**config.mk**
```make
export PLATFORM = sky130hd
export DESIGN_NAME = exposure_source_selector
export DESIGN_NICKNAME = d
export VERILOG_FILES = /design/src/rtl/ess_pkg.sv /design/src/rtl/ess_cfg_regs.sv /design/src/rtl/ess_select.sv /design/src/rtl/exposure_source_selector.sv
export VERILOG_INCLUDE_DIRS = /design/src /design/src/rtl
export SDC_FILE = /design/constraint.sdc
export NUM_CORES = 1
export LEC_CHECK = 0
export ABC_AREA = 1
export BUFFER_PORTS_ARGS = -buffer_cell sky130_fd_sc_hd__buf_2
export CORE_MARGIN = 2
export CORE_UTILIZATION = 55
export CTS_BUF_LIST = sky130_fd_sc_hd__clkbuf_2
export CTS_CLUSTER_SIZE = 8
export DETAILED_ROUTE_END_ITERATION = 8
export PLACE_DENSITY = 0.75
export SYNTH_ARGS = -nofsm -noshare
export SYNTH_HDL_FRONTEND = slang
export SYNTH_SLANG_ARGS = --single-unit
```
**constraint.sdc**
```tcl
create_clock -name clk -period 7.29 [get_ports clk]
set_clock_uncertainty 0.15 [all_clocks]
set_input_delay 1.458 -clock clk [delete_from_list [all_inputs] [get_ports clk]]
set_output_delay 1.458 -clock clk [all_outputs]
set_load 0.005 [all_outputs]
```
**src/rtl/exposure_source_selector_macros.svh**
```systemverilog
// Assertion macros shared by the RTL.
`ifndef EXPOSURE_SOURCE_SELECTOR_MACROS_SVH
`define EXPOSURE_SOURCE_SELECTOR_MACROS_SVH

// Same-cycle implication, checked at every clock edge out of reset.
`define ESS_ASSERT_IMPLIES(label, ante, cons, msg) \
  label: assert property (@(posedge clk) disable iff (!rst_n) (ante) |-> (cons)) \
    else $error(msg);

// Next-cycle implication, checked at every clock edge out of reset.
`define ESS_ASSERT_NEXT(label, ante, cons, msg) \
  label: assert property (@(posedge clk) disable iff (!rst_n) (ante) |=> (cons)) \
    else $error(msg);

`endif

```
**src/rtl/ess_pkg.sv**
```systemverilog
`default_nettype none

package ess_pkg;

  localparam int MODE_W     = 2;
  localparam int CONF_W     = 17;
  localparam int FRAMES_W   = 8;
  localparam int WINDOW_W   = 32;
  localparam int WP_W       = 32;
  localparam int TIME_W     = 20;
  localparam int AGE_W      = 32;
  localparam int SRC_W      = 2;
  localparam int CAUSE_W    = 3;
  localparam int KIND_W     = 2;
  localparam int CFG_IDX_W  = 3;
  localparam int CFG_DATA_W = 32;

  localparam int STREAK_BITS_DEF      = 16;
  localparam int WHITE_POINT_BITS_DEF = 32;

  localparam logic [CONF_W-1:0] CONF_ONE         = 17'd65536;
  localparam logic [TIME_W-1:0] DEFAULT_FRAME_US = 20'd16667;

  localparam logic [MODE_W-1:0] MODE_MANUAL = 2'd0;
  localparam logic [MODE_W-1:0] MODE_GAME   = 2'd1;
  localparam logic [MODE_W-1:0] MODE_SCAN   = 2'd2;
  localparam logic [MODE_W-1:0] MODE_AUTO   = 2'd3;

  localparam logic [SRC_W-1:0] SRC_MANUAL = 2'd0;
  localparam logic [SRC_W-1:0] SRC_GAME   = 2'd1;
  localparam logic [SRC_W-1:0] SRC_SCAN   = 2'd2;

  localparam logic [CAUSE_W-1:0] CAUSE_NONE        = 3'd0;
  localparam logic [CAUSE_W-1:0] CAUSE_GAME_FORCED = 3'd1;
  localparam logic [CAUSE_W-1:0] CAUSE_SCAN_FORCED = 3'd2;
  localparam logic [CAUSE_W-1:0] CAUSE_NO_AUTO     = 3'd3;
  localparam logic [CAUSE_W-1:0] CAUSE_MISSING     = 3'd4;

  localparam logic [KIND_W-1:0] KIND_FRESH  = 2'd0;
  localparam logic [KIND_W-1:0] KIND_REUSED = 2'd1;
  localparam logic [KIND_W-1:0] KIND_MANUAL = 2'd2;

  localparam logic [CFG_IDX_W-1:0] CFG_IDX_MODE     = 3'd0;
  localparam logic [CFG_IDX_W-1:0] CFG_IDX_MIN_CONF = 3'd1;
  localparam logic [CFG_IDX_W-1:0] CFG_IDX_PROMOTE  = 3'd2;
  localparam logic [CFG_IDX_W-1:0] CFG_IDX_DROP     = 3'd3;
  localparam logic [CFG_IDX_W-1:0] CFG_IDX_WINDOW   = 3'd4;

  localparam logic [CONF_W-1:0]   RST_MIN_CONF = 17'd32768;
  localparam logic [FRAMES_W-1:0] RST_PROMOTE  = 8'd1;
  localparam logic [FRAMES_W-1:0] RST_DROP     = 8'd1;
  localparam logic [WINDOW_W-1:0] RST_WINDOW   = 32'd1000000;

  typedef struct packed {
    logic              game_present;
    logic              game_valid;
    logic [WP_W-1:0]   game_white_point;
    logic [CONF_W-1:0] game_confidence;
    logic              game_same_frame;
    logic              scan_present;
    logic              scan_valid;
    logic [WP_W-1:0]   scan_white_point;
    logic [CONF_W-1:0] scan_confidence;
    logic              camera_cut;
    logic [TIME_W-1:0] frame_time_us;
  } ess_in_t;

  typedef struct packed {
    logic [SRC_W-1:0]   chosen_source;
    logic [WP_W-1:0]    white_point;
    logic [CONF_W-1:0]  confidence;
    logic               fresh;
    logic               same_frame;
    logic [CAUSE_W-1:0] fallback_cause;
    logic [KIND_W-1:0]  fallback_kind;
  } ess_out_t;

  typedef struct packed {
    logic [MODE_W-1:0]   mode;
    logic [CONF_W-1:0]   min_confidence;
    logic [FRAMES_W-1:0] promote_frames;
    logic [FRAMES_W-1:0] drop_frames;
    logic [WINDOW_W-1:0] stable_window_us;
  } ess_cfg_t;

endpackage

`default_nettype wire

```
**src/rtl/ess_cfg_regs.sv**
```systemverilog
`default_nettype none

module ess_cfg_regs (
  input  logic                           clk,
  input  logic                           rst_n,
  input  logic                           cfg_we,
  input  logic [ess_pkg::CFG_IDX_W-1:0]  cfg_index,
  input  logic [ess_pkg::CFG_DATA_W-1:0] cfg_wdata,
  output ess_pkg::ess_cfg_t              cfg
);
  import ess_pkg::*;

  ess_cfg_t cfg_r;

  always_ff @(posedge clk) begin
    if (!rst_n) begin
      cfg_r.mode             <= MODE_MANUAL;
      cfg_r.min_confidence   <= RST_MIN_CONF;
      cfg_r.promote_frames   <= RST_PROMOTE;
      cfg_r.drop_frames      <= RST_DROP;
      cfg_r.stable_window_us <= RST_WINDOW;
    end else if (cfg_we) begin
      unique case (cfg_index)
        CFG_IDX_MODE:     cfg_r.mode             <= cfg_wdata[MODE_W-1:0];
        CFG_IDX_MIN_CONF: cfg_r.min_confidence   <= cfg_wdata[CONF_W-1:0];
        CFG_IDX_PROMOTE:  cfg_r.promote_frames   <= cfg_wdata[FRAMES_W-1:0];
        CFG_IDX_DROP:     cfg_r.drop_frames      <= cfg_wdata[FRAMES_W-1:0];
        CFG_IDX_WINDOW:   cfg_r.stable_window_us <= cfg_wdata[WINDOW_W-1:0];
        default: begin
        end
      endcase
    end
  end

  assign cfg = cfg_r;

endmodule

`default_nettype wire

```
**src/rtl/ess_select.sv**
```systemverilog
`default_nettype none

module ess_select #(
  parameter int STREAK_BITS      = ess_pkg::STREAK_BITS_DEF,
  parameter int WHITE_POINT_BITS = ess_pkg::WHITE_POINT_BITS_DEF
) (
  input  logic              clk,
  input  logic              rst_n,
  input  logic              adv,
  input  ess_pkg::ess_in_t  in_beat,
  input  ess_pkg::ess_cfg_t cfg,
  output ess_pkg::ess_out_t res
);
  import ess_pkg::*;

  localparam int SB     = STREAK_BITS;
  localparam int WP_USE = (WHITE_POINT_BITS < WP_W) ? WHITE_POINT_BITS : WP_W;

  localparam logic signed [SB-1:0] S_MAX     = {1'b0, {(SB-1){1'b1}}};
  localparam logic signed [SB-1:0] S_MIN     = {1'b1, {(SB-1){1'b0}}};
  localparam logic signed [SB-1:0] S_ONE     = {{(SB-1){1'b0}}, 1'b1};
  localparam logic signed [SB-1:0] S_NEG_ONE = {SB{1'b1}};

  function automatic logic signed [SB-1:0] run_update(input logic signed [SB-1:0] s,
                                                       input logic hit);
    logic signed [SB-1:0] r;
    if (hit) begin
      if (s <= $signed({SB{1'b0}})) r = S_ONE;
      else if (s < S_MAX) r = s + S_ONE;
      else r = S_MAX;
    end else begin
      if (s >= $signed({SB{1'b0}})) r = S_NEG_ONE;
      else if (s > S_MIN) r = s - S_ONE;
      else r = S_MIN;
    end
    return r;
  endfunction

  logic [SRC_W-1:0]        active_r;
  logic signed [SB-1:0]    game_streak_r;
  logic signed [SB-1:0]    scan_streak_r;
  logic                    held_valid_r;
  logic [SRC_W-1:0]        held_src_r;
  logic [WP_USE-1:0]       held_wp_r;
  logic [CONF_W-1:0]       held_conf_r;
  logic [AGE_W-1:0]        held_age_r;

  logic [SRC_W-1:0]        active_nxt;
  logic signed [SB-1:0]    game_streak_nxt;
  logic signed [SB-1:0]    scan_streak_nxt;
  logic [AGE_W-1:0]        held_age_nxt;

  logic [CONF_W-1:0]       thr;
  logic [FRAMES_W-1:0]     promote_eff;
  logic [FRAMES_W-1:0]     drop_eff;
  logic signed [SB-1:0]    promote_s;
  logic signed [SB-1:0]    neg_drop_s;
  logic [WP_USE-1:0]       g_wp;
  logic [WP_USE-1:0]       s_wp;
  logic                    g_ok;
  logic                    s_ok;
  logic [SRC_W-1:0]        src;
  logic [CAUSE_W-1:0]      cause;
  logic [WP_USE-1:0]       wp_sel;
  logic [CONF_W-1:0]       conf_sel;
  logic                    held_load;
  logic                    reuse;
  logic [TIME_W-1:0]       dt;
  logic [AGE_W:0]          age_sum;

  always_comb begin
    thr         = (cfg.min_confidence > CONF_ONE) ? CONF_ONE : cfg.min_confidence;
    promote_eff = (cfg.promote_frames == '0) ? RST_PROMOTE : cfg.promote_frames;
    drop_eff    = (cfg.drop_frames == '0) ? RST_DROP : cfg.drop_frames;
    promote_s   = $signed({{(SB-FRAMES_W){1'b0}}, promote_eff});
    neg_drop_s  = $signed({SB{1'b0}}) - $signed({{(SB-FRAMES_W){1'b0}}, drop_eff});

    g_wp = in_beat.game_white_point[WP_USE-1:0];
    s_wp = in_beat.scan_white_point[WP_USE-1:0];
    g_ok = in_beat.game_present && in_beat.game_valid && (g_wp != '0)
           && (in_beat.game_confidence >= thr);
    s_ok = in_beat.scan_present && in_beat.scan_valid && (s_wp != '0)
           && (in_beat.scan_confidence >= thr);

    game_streak_nxt = run_update(game_streak_r, g_ok);
    if (in_beat.camera_cut) scan_streak_nxt = s_ok ? S_ONE : S_NEG_ONE;
    else scan_streak_nxt = run_update(scan_streak_r, s_ok);

    src   = SRC_MANUAL;
    cause = CAUSE_NONE;
    unique case (cfg.mode)
      MODE_MANUAL: src = SRC_MANUAL;
      MODE_GAME: begin
        if (g_ok) src = SRC_GAME;
        else cause = CAUSE_GAME_FORCED;
      end
      MODE_SCAN: begin
        if (s_ok) src = SRC_SCAN;
        else cause = CAUSE_SCAN_FORCED;
      end
      MODE_AUTO: begin
        if (in_beat.camera_cut && g_ok) src = SRC_GAME;
        else if (g_ok && game_streak_nxt >= promote_s) src = SRC_GAME;
        else if (s_ok && scan_streak_nxt >= promote_s) src = SRC_SCAN;
        else if (active_r == SRC_GAME && game_streak_nxt > neg_drop_s) src = SRC_GAME;
        else if (active_r == SRC_SCAN && scan_streak_nxt > neg_drop_s) src = SRC_SCAN;
        else cause = CAUSE_NO_AUTO;
      end
    endcase

    wp_sel   = '0;
    conf_sel = '0;
    res.chosen_source  = SRC_MANUAL;
    res.white_point    = '0;
    res.confidence     = '0;
    res.fresh          = 1'b1;
    res.same_frame     = 1'b0;
    res.fallback_kind  = KIND_MANUAL;

    // resolve: drop a kept source whose measurement is absent
    if (src == SRC_GAME && in_beat.game_present) begin
      wp_sel   = g_wp;
      conf_sel = (in_beat.game_confidence > CONF_ONE) ? CONF_ONE : in_beat.game_confidence;
      res.same_frame = in_beat.game_same_frame;
    end else if (src == SRC_SCAN && in_beat.scan_present) begin
      wp_sel   = s_wp;
      conf_sel = (in_beat.scan_confidence > CONF_ONE) ? CONF_ONE : in_beat.scan_confidence;
    end else if (src != SRC_MANUAL) begin
      src   = SRC_MANUAL;
      cause = CAUSE_MISSING;
    end

    dt = (in_beat.frame_time_us == '0) ? DEFAULT_FRAME_US : in_beat.frame_time_us;
    age_sum = {1'b0, held_age_r} + (AGE_W+1)'(dt);
    held_age_nxt = age_sum[AGE_W] ? {AGE_W{1'b1}} : age_sum[AGE_W-1:0];

    held_load = (src != SRC_MANUAL);
    reuse     = !held_load && (cfg.mode != MODE_MANUAL) && held_valid_r
                && (held_age_r <= cfg.stable_window_us);

    if (held_load) begin
      res.chosen_source = src;
      res.white_point   = WP_W'(wp_sel);
      res.confidence    = conf_sel;
      res.fallback_kind = KIND_FRESH;
    end else if (reuse) begin
      res.chosen_source = held_src_r;
      res.white_point   = WP_W'(held_wp_r);
      res.confidence    = held_conf_r;
      res.fresh         = 1'b0;
      res.same_frame    = 1'b0;
      res.fallback_kind = KIND_REUSED;
    end else begin
      res.same_frame    = 1'b0;
    end
    res.fallback_cause = cause;

    active_nxt = src;
  end

  always_ff @(posedge clk) begin
    if (!rst_n) begin
      active_r      <= SRC_MANUAL;
      game_streak_r <= '0;
      scan_streak_r <= '0;
      held_valid_r  <= 1'b0;
      held_age_r    <= '0;
    end else if (adv) begin
      active_r      <= active_nxt;
      game_streak_r <= game_streak_nxt;
      scan_streak_r <= scan_streak_nxt;
      if (held_load) begin
        held_valid_r <= 1'b1;
        held_age_r   <= '0;
      end else if (reuse) begin
        held_age_r   <= held_age_nxt;
      end
    end
  end

  always_ff @(posedge clk) begin
    if (adv && held_load) begin
      held_src_r  <= src;
      held_wp_r   <= wp_sel;
      held_conf_r <= conf_sel;
    end
  end

endmodule

`default_nettype wire

```
**src/rtl/exposure_source_selector.sv**
```systemverilog
// Exposure source selector: one white-point decision per frame beat. A beat is taken
// into an input register, the decision and the streak and last-stable state are worked
// out in one pass, and the result lands in an output register; a new beat is accepted
// every cycle as long as the result side keeps taking beats. Write configuration only
// while no beat is in flight; streaks and active source clear on reset, and the last
// stable decision is marked invalid on reset.
`default_nettype none

`include "exposure_source_selector_macros.svh"

module exposure_source_selector #(
  parameter int STREAK_BITS      = ess_pkg::STREAK_BITS_DEF,
  parameter int WHITE_POINT_BITS = ess_pkg::WHITE_POINT_BITS_DEF
) (
  input  logic                           clk,
  input  logic                           rst_n,
  input  logic                           in_valid,
  output logic                           in_stall,
  input  ess_pkg::ess_in_t               in_data,
  output logic                           out_valid,
  input  logic                           out_stall,
  output ess_pkg::ess_out_t              out_data,
  input  logic                           cfg_we,
  input  logic [ess_pkg::CFG_IDX_W-1:0]  cfg_index,
  input  logic [ess_pkg::CFG_DATA_W-1:0] cfg_wdata
);
  import ess_pkg::*;

  ess_cfg_t cfg;
  ess_in_t  in_r;
  ess_out_t out_r;
  ess_out_t res;
  logic     in_valid_r;
  logic     out_valid_r;
  logic     in_take;
  logic     adv;
  logic     out_reused;
  logic     out_manual;
  logic     out_stale;
  logic     out_blank;

  assign adv      = in_valid_r && (!out_valid_r || !out_stall);
  assign in_stall = in_valid_r && !adv;
  assign in_take  = in_valid && !in_stall;

  ess_cfg_regs u_cfg (
    .clk       (clk),
    .rst_n     (rst_n),
    .cfg_we    (cfg_we),
    .cfg_index (cfg_index),
    .cfg_wdata (cfg_wdata),
    .cfg       (cfg)
  );

  ess_select #(
    .STREAK_BITS      (STREAK_BITS),
    .WHITE_POINT_BITS (WHITE_POINT_BITS)
  ) u_select (
    .clk     (clk),
    .rst_n   (rst_n),
    .adv     (adv),
    .in_beat (in_r),
    .cfg     (cfg),
    .res     (res)
  );

  always_ff @(posedge clk) begin
    if (!rst_n) begin
      in_valid_r  <= 1'b0;
      out_valid_r <= 1'b0;
    end else begin
      if (in_take) in_valid_r <= 1'b1;
      else if (adv) in_valid_r <= 1'b0;
      if (adv) out_valid_r <= 1'b1;
      else if (!out_stall) out_valid_r <= 1'b0;
    end
  end

  always_ff @(posedge clk) begin
    if (in_take) in_r <= in_data;
    if (adv) out_r <= res;
  end

  assign out_valid = out_valid_r;
  assign out_data  = out_r;

  assign out_reused = out_valid_r && (out_r.fallback_kind == KIND_REUSED);
  assign out_manual = out_valid_r && (out_r.fallback_kind == KIND_MANUAL);
  assign out_stale  = !out_r.fresh && !out_r.same_frame;
  assign out_blank  = (out_r.chosen_source == SRC_MANUAL) && (out_r.white_point == '0);

  `ESS_ASSERT_NEXT(a_adv_fills_out, adv, out_valid_r, "advanced beat did not reach output")
  `ESS_ASSERT_IMPLIES(a_reuse_flags, out_reused, out_stale, "reused beat flagged fresh")
  `ESS_ASSERT_IMPLIES(a_manual_zero, out_manual, out_blank, "manual beat carries a source")
  `ESS_ASSERT_IMPLIES(a_conf_clamped, out_valid_r, out_r.confidence <= CONF_ONE, "conf above one")

endmodule

`default_nettype wire
```
### After elaboration in Yosys (flattened, before gate mapping)

Cells that the tools add are included.
W data, S select, Z words.

| word-level totals | value |
|---|---|
| flip-flop bits (word level) | 369 |
| bits of input ports | 164 |
| output and inout port bits | 60 |
| word-level logic and storage cells | 169 |

| operators by class | value |
|---|---|
| $add $sub $neg | 6 |
| order comparisons | 18 |
| equal/unequal tests | 12 |
| mux-type cells | 54 |
| reductions and logical operators | 46 |

Operator list:

| kind | number |
|---|---|
| $mux W16 | 12 |
| $mux W32 | 5 |
| $mux W17 | 5 |
| $reduce_bool A32 Y1 | 2 |
| $mux W52 | 1 |
| $gt A17 B17 Y1 const B | 3 |
| $mux W51 | 1 |
| $ge A17 B17 Y1 | 2 |
| $add A32 B20 Y33 | 1 |
| $add A16 B2 Y16 const B | 2 |
| $ge A16 B1 Y1 const B | 2 |
| $ge A16 B9 Y1 | 2 |
| $gt A16 B16 Y1 | 2 |
| $gt A16 B16 Y1 const B | 2 |
| $le A16 B1 Y1 const B | 2 |
| $le A32 B32 Y1 | 1 |
| $lt A16 B16 Y1 const B | 2 |
| $sub A16 B2 Y16 const B | 2 |
| $mux W2 | 12 |
| $mux W3 | 7 |
| $logic_and A1 B1 Y1 | 20 |
| $logic_not A20 Y1 | 1 |
| $mux W20 | 1 |
| $logic_not A8 Y1 | 2 |
| 17 further kinds | 44 |

### Depth between registers and ports, before layout

| depth | value |
|---|---|
| depth in word-level cells | 25 |
| gate-level depth with buffers | 48 |
| gate-level depth less buffers | 46 |

### Modules after synthesis

Synthesis repeated with hierarchy kept, for this count alone.

| unflattened totals | value |
|---|---|
| cells, all modules | 2529 |
| area total of the unflattened synthesis | 20945.1 um^2 |

Modules (own cells, without submodules):

| module | instances | cells an instance | area an instance (um^2) |
|---|---|---|---|
| ess_select | 1 | 1950 | 12664.6 |
| exposure_source_selector | 1 | 195 | 5560.3 |
| ess_cfg_regs | 1 | 384 | 2720.1 |

### Worst setup path after synthesis

No wires, ideal clock.

| timing | value |
|---|---|
| kind | flip-flop to flip-flop |
| start point | reg u_cfg.cfg_r, in the netlist u_cfg.cfg[56] |
| end point | reg u_select.held_conf_r[0], enable pin |
| setup time | 478 ps |
| data arrival time | 6818 ps |
| data required time | 6662 ps |
| setup slack | -155 ps |
| stages on the path, launching flop included | 33 |
| path buffers | 3 |
| period minus slack after synthesis | 7445 ps |
| cells stage by stage | dfxtp_1 -> nor4_1 -> and2_1 -> a21oi_1 -> inv_1 -> clkbuf_1 -> nand2_1 -> ha_1 -> nand2_1 -> nor2_1 -> and2_1 -> nand3b_1 -> nand4_2 -> nand2_2 -> buf_2 -> clkbuf_1 -> o211ai_1 -> nand2_1 -> inv_1 -> ha_1 -> nand2_1 -> inv_1 -> o21ai_0 -> nand2_1 -> nor3_1 -> nand3_1 -> nor2_1 -> nand2_1 -> a21oi_2 -> nand3_1 -> nand2_2 -> nand2_4 -> a21oi_1 |

RTL lines:

| what | RTL line | RTL |
|---|---|---|
| start: declaration | ess_cfg_regs.sv:13 | `ess_cfg_t cfg_r;` |
| $gt A17 B17 Y1 | ess_select.sv:72 | `thr = (cfg.min_confidence > CONF_ONE) ? CONF_ONE : cfg.min_confidence;` |
| $mux W17 (*) | ess_select.sv:72 |  |
| $ge A17 B17 Y1 (*) | ess_select.sv:81 | `&& (in_beat.game_confidence >= thr);` |
| $logic_and A1 B1 Y1 (*) | ess_select.sv:81 |  |
| $mux W16 (*) | ess_select.sv:27 | `if (hit) begin` |
| net u_select.game_streak_nxt[5] | ess_select.sv:49 | `logic signed [SB-1:0] game_streak_nxt;` |
| $gt A16 B16 Y1 | ess_select.sv:105 | `else if (active_r == SRC_GAME && game_streak_nxt > neg_drop_s) src = SRC_GAME;` |
| $logic_and A1 B1 Y1 | ess_select.sv:105 |  |
| [... 3 more ...] | -- |  |
| $mux W2 (*) | ess_select.sv:102 | `if (in_beat.camera_cut && g_ok) src = SRC_GAME;` |
| $pmux W2 S4 (*) | ess_select.sv:91 | `unique case (cfg.mode)` |
| $reduce_bool A2 Y1 / $eq A2 B2 Y1 (equally long branches) | ess_select.sv:128, ess_select.sv:125 |  |
| $mux W2 / $logic_and A1 B1 Y1 (equally long branches) | ess_select.sv:128, ess_select.sv:125 |  |
| $mux W2 | ess_select.sv:125 | `end else if (src == SRC_SCAN && in_beat.scan_present) begin` |
| $mux W2 (*) | ess_select.sv:121 | `if (src == SRC_GAME && in_beat.game_present) begin` |
| $reduce_bool A2 Y1 (*) | ess_select.sv:137 | `held_load = (src != SRC_MANUAL);` |
| $logic_and A1 B1 Y1 (*) | ess_select.sv:182 | `if (adv && held_load) begin` |
| end signal: assignment | ess_select.sv:185 | `held_conf_r <= conf_sel;` |
| end: declaration | ess_select.sv:45 | `logic [CONF_W-1:0] held_conf_r;` |

Mark *: on every way through the listed nets, which the timed path passes. The rest lies on a longest branch.
A chain may end at the register's enable or synchronous reset.

==> results.yml <==
outcome:
  outcome: "finished, violations left"
  violations: "DRC"
synthesis:
  yosys_register_bits: 369
  netlist_area_um2: 20300
  synth_edf_count: 233
  synth_nets: 2709
  synth.avg_cell_area_um2: 8.46
  synth_ff_type: "edfxtp_1"
  async_flop_share_pct: 0
  ys.warnings.count: 0
  ys_types: 56
  synth_seq_area_share_pct: 47.8
  syn_inst: 2404
die:
  core_um2: 36500
  die_w_um: 196
  num_rows: 70
  start_util_pct: 55.7
  io_pins: 224
  die-height_um: 196
  fp.dieArea_um2: 38500
sta:
  finalHoldViolCount: 0
  drv_slew: 0
  setup_violations: 0
  fin_setup_tns_ps: 0
  finalCritPeriodShare_pct: 89.5
  min_period_ps: 6520
  rsz0062_at_grt: "no"
  max_slew_margin_pct: 18.1
  worstMarginPinSlew_ps: 1220
  fmax_mhz: 153
placement:
  globalplace.congestion: 0.971
  port_buffers: 223
  dp_hpwl_um: 40000
  dp.cells: 3025
setup_path:
  worstReg2RegEnd: "out_data[10]"
  cp_data_arrival_time_ps: 7120
  critPathSlowestCell: "nand2_2"
  endpoint_kind: "flop"
  r2r_cells: 43
  critPathKind: "reg2reg"
  crit_path_frequent_cell: "nand2_1"
  worstReg2RegStart: "u_cfg.cfg[56]"
  worst_ep_required_time_ps: 7890
  rrSetupSlack_ps: 770
  worst_setup_path_start_kind: "flop"
  cp_max_fo: 37
  worst_path_largest_cell_delay_ps: 370
global_routing:
  grt_usage_pct: 28.4
  grt.overflow.total: 0
  grt_max_degree: 79
  first_global_vias: 17200
  antenna_found_initial: 2
  grt_pass1_wl_um: 86600
final_layout:
  multiInputGateArea_um2: 8870
  nets: 2958
  fin_cells: 3193
  final_util_pct: 62.0
  nFillCells: 3298
  layout_commonest_cell: "nand2_1"
  ff_latch_area_um2: 9720
  final_cell_mix: "nand2_1, inv_1, edfxtp_1"
  drive_gt1_share_pct: 17.0
  syn2layout_area_growth_pct: 11.4
routing:
  drc: 1
  drt_iter0_markers: 1353
  drt-total-wl_um: 54400
  via_count: 17600
  drt_first_pass_iters: 8
  ant_nets: 0
  vias_per_cell: 5.51
  wl_per_cell_um: 17.0
min_path:
  hold_end: "u_cfg.cfg[23]"
  whs_path_depth: 2
  hold_class: "reg2reg"
  min_from: "u_cfg.cfg[23]"
clock_tree:
  cts_sinks: 369
  clock_latency_ps: 1060
  path_clk_slew_ps: 110
  clockBufferDepth: 3
  numCtsBuffers: 94
  cts_tree: "built"
  htree_levels: 3
  root_buffer: "clkbuf_2"
  post_cts_buffers: 0
run:
  drv_cap: 0
power_and_ir_drop:
  p_total_w: 0.00438
  vdd_drop_max_mv: 0.145
  leakage_nw: 10.5
  powerDensity_nw_per_um2: 193
[logic make-up after synthesis]
group,after synthesis,share of synthesized area [%]
adders and majority gates,141,8.72
DFF,369,47.8
buffers and inverters,445,8.72
xor gates and xnor gates,35,1.51
AOI/OAI and AO/OA,478,13.3
and+or+nand+nor,936,20.0
[power by group]
group / total, W / switching, W / internal [W]
combinational: 0.000583 / 0.000380 / 0.000203
sequential: 0.00237 / 0.0000684 / 0.00230
clock: 0.00143 / 0.000861 / 0.000565
[Yosys cell counts, types with 3 or more instances]
cell type	count	area share, %
o21bai_1	3	0.11
nor4_1	19	0.58
nor3_1	28	0.69
clkbuf_1	46	0.85
o31ai_1	5	0.18
o21ai_2	11	0.47
nor2_1	185	3.4
a21o_1	37	1.4
o22ai_1	31	0.95
nand4_1	45	1.4
or2_2	9	0.28
edfxtp_1	233	34
inv_2	23	0.42
buf_2	22	0.54
a211oi_1	3	0.11
o21ai_0	150	3.7
xnor2_1	4	0.17
nand2_2	12	0.37
o211ai_1	18	0.66
a31oi_1	5	0.15
and2_1	3	0.092
nand3b_1	7	0.26
nand3_1	111	2.7
a21oi_2	3	0.13
o21ai_1	14	0.34
dfxtp_1	136	13
buf_6	7	0.39
ha_1	140	8.6
xor2_1	31	1.3
nor2_2	9	0.28
nand2_1	494	9.1
inv_1	337	6.2
a21oi_1	186	4.6
buf_4	5	0.18
[worst max-delay path, delay by kind of cell, from the launching register on]
family	cells	cell delay, ps
simple gates	30	3440
buf+inv	6	910
compound gates	5	720
fa+ha+maj	2	600
flops	1	360
[worst max path at each step]
stage | start | end | cells after the start
2_1_floorplan | u_cfg.cfg[56] | u_select.held_conf_r[0] | 33
3_3_place_gp | u_cfg.cfg[56] | out_data[11] | 43
3_5_place_dp | u_cfg.cfg[56] | out_data[10] | 43
4_1_cts | u_cfg.cfg[56] | out_data[10] | 43
5_1_grt | u_cfg.cfg[56] | out_data[10] | 45
6_report | u_cfg.cfg[56] | out_data[10] | 43
[state kept, by name, indices dropped and copies added (netlist names)]
| name | cells |
|---|---|
| u_select.held_conf_r | 17 |
| in_valid_r | 1 |
| u_select.active_r | 2 |
| u_select.held_valid_r | 1 |
| u_select.scan_streak_r | 16 |
| u_select.held_src_r | 2 |
| u_select.held_wp_r | 32 |
| out_valid | 1 |
| in_r | 124 |
| u_select.game_streak_r | 16 |
| u_select.held_age_r | 32 |
| out_data | 58 |
| u_cfg.cfg | 67 |
[layer usage]
metal / global-route usage [%] / share of wire, % / vias up
met5: 0 / 0 / -
met4: 13.2 / 3.9 / 0
met3: 6.43 / 7.7 / 141
met2: 45.9 / 46 / 716
met1: 36.4 / 42 / 8137
li1: - / - / 8614
[cell type report]
cell class / count / share of cell area, %
antenna: 2 / 0.0221
clock buffer: 132 / 2.92
clock inverter: 34 / 0.884
inverter: 363 / 6.03
multi-input combinational: 1590 / 39.2
sequential: 369 / 42.9
tap: 468 / 2.59
timing repair buffer: 235 / 5.44
[what timing repair did]
action,in CTS,in global routing
setup endpoints to repair,0,67
gates resized for setup,0,2
hold endpoints to repair,0,0
hold buffers,0,0
[through the flow]
stage	hold slack (ps)	worst slack [ps]	instance area [µm²]
final	312	767	22600
after global routing	340	15.6	22600
after CTS	299	504	22600
after detailed placement	308	608	21800
after global placement	296	744	21800
after floorplan	279	895	20300
Note: power is estimated with default switching activity, not from simulation.
